==> src/rtl/sgi_pkg.sv <==
package sgi_pkg;

    localparam int COORD_W  = 20;
    localparam int TOL_W    = 8;
    localparam int DIFF_W   = COORD_W + 1;
    localparam int KPROD_W  = 2 * COORD_W;
    localparam int K_W      = 2 * COORD_W + 1;
    localparam int PP_W     = 2 * DIFF_W;
    localparam int DEN_W    = 2 * COORD_W + 3;
    localparam int NUM_W    = 3 * COORD_W + 3;
    localparam int QB       = COORD_W + 2;   // quotient bits below the overflow limit
    localparam int OVF_W    = DEN_W + QB;
    localparam int CMP_W    = COORD_W + 4;
    localparam int FRONT_STAGES = 8;
    localparam int TOL_RESET    = 1;

    localparam logic signed [CMP_W-1:0] CMAX_C = CMP_W'((64'd1 << (COORD_W - 1)) - 64'd1);
    localparam logic signed [CMP_W-1:0] CMIN_C = -CMAX_C - CMP_W'(1);

    typedef logic signed [COORD_W-1:0] coord_t;

    typedef struct packed {
        coord_t point_a_x;
        coord_t point_a_y;
        coord_t point_b_x;
        coord_t point_b_y;
        coord_t point_c_x;
        coord_t point_c_y;
        coord_t point_d_x;
        coord_t point_d_y;
    } seg_in_t;

    typedef struct packed {
        logic   segments_hit;
        logic   lines_parallel;
        coord_t cross_x;
        coord_t cross_y;
        logic   point_saturated;
    } seg_out_t;

    // one lane of the divider chain
    typedef struct packed {
        logic [DEN_W-1:0] rem;
        logic [QB-1:0]    num;
        logic [DEN_W-1:0] dm;
        logic [QB-1:0]    q;
        logic             neg;
        logic             ovf;
        logic             zero;
    } div_t;

    // bounding boxes, carried alongside the arithmetic
    typedef struct packed {
        logic   overlap;
        coord_t l1;
        coord_t r1;
        coord_t t1;
        coord_t b1;
        coord_t l2;
        coord_t r2;
        coord_t t2;
        coord_t b2;
    } side_t;

endpackage

==> src/rtl/sgi_div_cell.sv <==
module sgi_div_cell #(
    parameter int BIT = 0
) (
    input  logic          clk,
    input  logic          en,
    input  sgi_pkg::div_t d,
    output sgi_pkg::div_t q_out
);
    import sgi_pkg::*;

    div_t             cell_reg;
    div_t             cell_next;
    logic [DEN_W:0]   trial;
    logic [DEN_W:0]   diff;
    logic             ge;

    // one restoring step: bring down a numerator bit, subtract if it fits
    always_comb
    begin
        trial     = {d.rem, d.num[BIT]};
        diff      = trial - {1'b0, d.dm};
        ge        = trial >= {1'b0, d.dm};
        cell_next = d;
        cell_next.rem    = ge ? diff[DEN_W-1:0] : trial[DEN_W-1:0];
        cell_next.q[BIT] = ge;
    end

    always_ff @(posedge clk)
    begin
        if (en)
        begin
            cell_reg <= cell_next;
        end
    end

    assign q_out = cell_reg;

endmodule

==> config.mk <==
export PLATFORM = sky130hd
export DESIGN_NAME = sgi_div_cell
export DESIGN_NICKNAME = d
export VERILOG_FILES = /design/src/rtl/sgi_pkg.sv /design/src/rtl/sgi_div_cell.sv
export SDC_FILE = /design/constraint.sdc
export NUM_CORES = 1
export LEC_CHECK = 0
export ABC_AREA = 1
export BUFFER_PORTS_ARGS = -buffer_cell sky130_fd_sc_hd__buf_2
export CAP_MARGIN = 20
export CORE_AREA = 2 2 125 127
export CTS_CLUSTER_SIZE = 14
export DETAILED_ROUTE_END_ITERATION = 12
export DIE_AREA = 0 0 127 129
export HOLD_SLACK_MARGIN = 0.03
export PLACE_DENSITY = 0.86
export SYNTH_ARGS = -nofsm -noshare
export SYNTH_HDL_FRONTEND = slang
export SYNTH_SLANG_ARGS = --single-unit
==> constraint.sdc <==
create_clock -name clk -period 4 [get_ports clk]
set_input_delay 0.8 -clock clk [delete_from_list [all_inputs] [get_ports clk]]
set_output_delay 0.8 -clock clk [all_outputs]
set_load 0.02 [all_outputs]
==> results.sh <==
export IMPL_grt_util_all_layers_pct=29.1
export IMPL_worstHoldPathType="in -> reg"
export IMPL_gp_congestion=0.912
export IMPL_dpl_hpwl_um=19300
export IMPL_hold_viol=0
export IMPL_grt_pass1_wl_um=36500
export IMPL_status="finished clean"
export IMPL_power_density_nw_per_um2=427
export IMPL_path_buf_inv=5
export IMPL_syn_nets=1217
export IMPL_initial_core_util_pct=55.1
export IMPL_syn_inst=1038
export IMPL_viasPerCell=4.99
export IMPL_cp_top_family="simple AND/OR/NAND/NOR gates"
export IMPL_numCtsBuffers=17
export IMPL_antennaDiodeCount=0
export IMPL_fin_setup_tns_ns=0
export IMPL_vdd_drop_max_uv=271
export IMPL_coreArea_um2=15000
export IMPL_wl_per_cell_um=15.9
export IMPL_max_freq_mhz=326
export IMPL_clockPowerShare_pct=36.1
export IMPL_yosys_warnings=0
export IMPL_setup_violations=0
export IMPL_synth_xor_area_share_pct=2.34
export IMPL_routed_wirelength_um=24200
export IMPL_clk_path_buf_depth=2
export IMPL_ys_seq_area_share_pct=48.4
export IMPL_drtIter0Drc=604
export IMPL_final_common_cell="nand2_1"
export IMPL_start_kind="input pin"
export IMPL_min_period_ns=3.06
export IMPL_grt_max_degree=75
export IMPL_cp_arrival_ns=3.24
export IMPL_crit_path_end_kind="flip-flop"
export IMPL_io_buffer_count=266
export IMPL_synth_top_family_by_area="simple AND/OR/NAND/NOR gates"
export IMPL_drv_cap=0
export IMPL_path_clk_slew_ns=0.06
export IMPL_slew_viol_final=0
export IMPL_die_h_um=129
export IMPL_synth_ff_latch_count=133
export IMPL_clock_sink_count=133
export IMPL_post_cts_buffers=0
export IMPL_htreeDepth=4
export IMPL_cts_resized=0
export IMPL_io_pins=268
export IMPL_root_buffer="clkbuf_16"
export IMPL_final_cell_mix="nand2_1 (412), buf_2 (265), inv_1 (197)"
export IMPL_finalNetCount=1497
export IMPL_relSlewSlack_pct=54.1
export IMPL_cpMostUsedCell="nand2_1"
export IMPL_worst_slew_pin_slew_ns=0.688
export IMPL_drt_first_pass_iters=7
export IMPL_areaGrowthSynthToFinish_pct=25.8
export IMPL_die_x_um=127
export IMPL_overflow=0
export IMPL_cts_hold_buffers=0
export IMPL_synthMuxAreaShare_pct=0
export IMPL_swShare_pct=32.3
export IMPL_cpPeakStageDelay_ns=0.37
export IMPL_cp_max_fo=21
export IMPL_p_int_w=0.00300
export IMPL_p_leak_nw=5.57
export IMPL_crit_slowest_cell="fa_1"
export IMPL_antenna_found_initial=0
export IMPL_synth_top_area_cell="edfxtp_1"
export IMPL_seq_power_share_pct=39.3
export IMPL_largest_reg_flops=133
export IMPL_min_period_over_period_pct=76.6
export IMPL_first_global_vias=7188
export IMPL_vias=7583
export IMPL_fill_cells=1223
export IMPL_drc=0
export IMPL_synthSimpleGateAreaFrac_pct=28.4
export IMPL_total_power_w=0.00443
export IMPL_synth_compound_area_share_pct=3.52
export IMPL_grt_setup_unrepaired="false"
export IMPL_final_layout_size_suffix_gt1_share_pct=24.9
export IMPL_syn_avg_cell_area_um2=7.94
export IMPL_fp_dieArea_um2=16400
export IMPL_netlist_area_leader_share_pct=48.4
export IMPL_synth_fa_ha_area_share_pct=6.77
export IMPL_crit_type="in -> reg"
export IMPL_cts_tree="yes"
export IMPL_synth_area_leaders="edfxtp_1 (48%), nand2_1 (19%), inv_1 (9.0%), ha_1 (6.5%), nand3_1 (3.0%)"
export IMPL_holdWs_ns=0.544
export IMPL_p_comb_share_pct=24.6
export IMPL_syn_area_um2=8250
export IMPL_ant_nets=0
export IMPL_worstPathCellList="buf_2 -> inv_1 -> ha_1 -> fa_1 -> inv_1 -> nand2_1 -> nand2_1 -> nand4_1 -> nand3_1 -> nand2_1 -> nand2_2 -> nand2_2 -> nand2_4 -> inv_2 -> buf_12 -> nand2_1 -> nand2_1"
export IMPL_switching_power_w=0.00143
export IMPL_crit_required_ns=4.18
export IMPL_yosysUniqueCellTypes=28
export IMPL_rows=45
## power by group through the flow
stage               sequential (W)  clock (W)  combinational, W
detailed placement         0.00177          0           0.00108
finish                     0.00174    0.00160           0.00109
CTS                        0.00174    0.00161           0.00109
floorplan                  0.00197          0          0.000498
global route               0.00175    0.00166           0.00119
global placement           0.00177          0           0.00106
## through the flow
| step | utilization [%] | setup slack [ns] | cells | area, µm² |
|---|---|---|---|---|
| 2_1_floorplan | - | 1.38 | 1038 | 8250 |
| 3_3_place_gp | 65.3 | 0.660 | 1487 | 9780 |
| 3_5_place_dp | 65.3 | 0.580 | 1487 | 9780 |
| 4_1_cts | 69.3 | 0.964 | 1519 | 10400 |
| 5_1_grt | 69.3 | 0.761 | 1519 | 10400 |
| 6_report | 69.3 | 0.936 | 1519 | 10400 |
## path summary, 6_finish.rpt
path	startpoint	end	depth (start not counted)
max	d[68]	q_out[109]	17
min	d[23]	q_out[23]	1
## cell families (layout without fill, tap and decap cells)
family / Yosys count / in the layout
fa+ha+maj: 44 / 44
xor+xnor: 22 / 22
flops: 133 / 133
compound gates: 55 / 55
buf+inv: 216 / 509
simple gates: 568 / 568
## routing by layer
layer  GRT usage (%)  vias to the layer above  share of wire [%]
met4            8.60                        0                2.1
met5               0                        -                  0
met3            6.49                       45                7.9
met1            35.6                     3429                 41
li1                -                     3810                  -
met2            52.0                      299                 49
## synth_stat cells
cell and n:
nor2_2 7, nand2_4 1, nand3b_1 5, nor3_1 7
or2_2 1, a21oi_1 37, o21ai_1 1, buf_2 4
inv_1 197, nand4_1 6, o21bai_1 6, ha_1 43
o21ai_0 11, inv_2 10, nand2_2 3, nand2_1 412
buf_12 1, nand3_2 7, nor2_1 63, nor2_4 2
edfxtp_1 133, nand3_1 49, nor4_1 1, fa_1 1
xor2_1 22, and2_1 4, buf_6 2, buf_8 2
## area by class of cell
| cell class | count | area, µm² | area share (%) |
|---|---|---|---|
| multi-input cells | 689 | 3380 | 32.6 |
| repair buffers | 270 | 1390 | 13.4 |
| flip-flops and latches | 133 | 3990 | 38.5 |
| clock inverters | 14 | 165 | 1.59 |
| well taps | 188 | 235 | 2.27 |
| clock buffers | 18 | 429 | 4.14 |
| inverters | 207 | 777 | 7.49 |
Power figures use the tool's default switching activity.
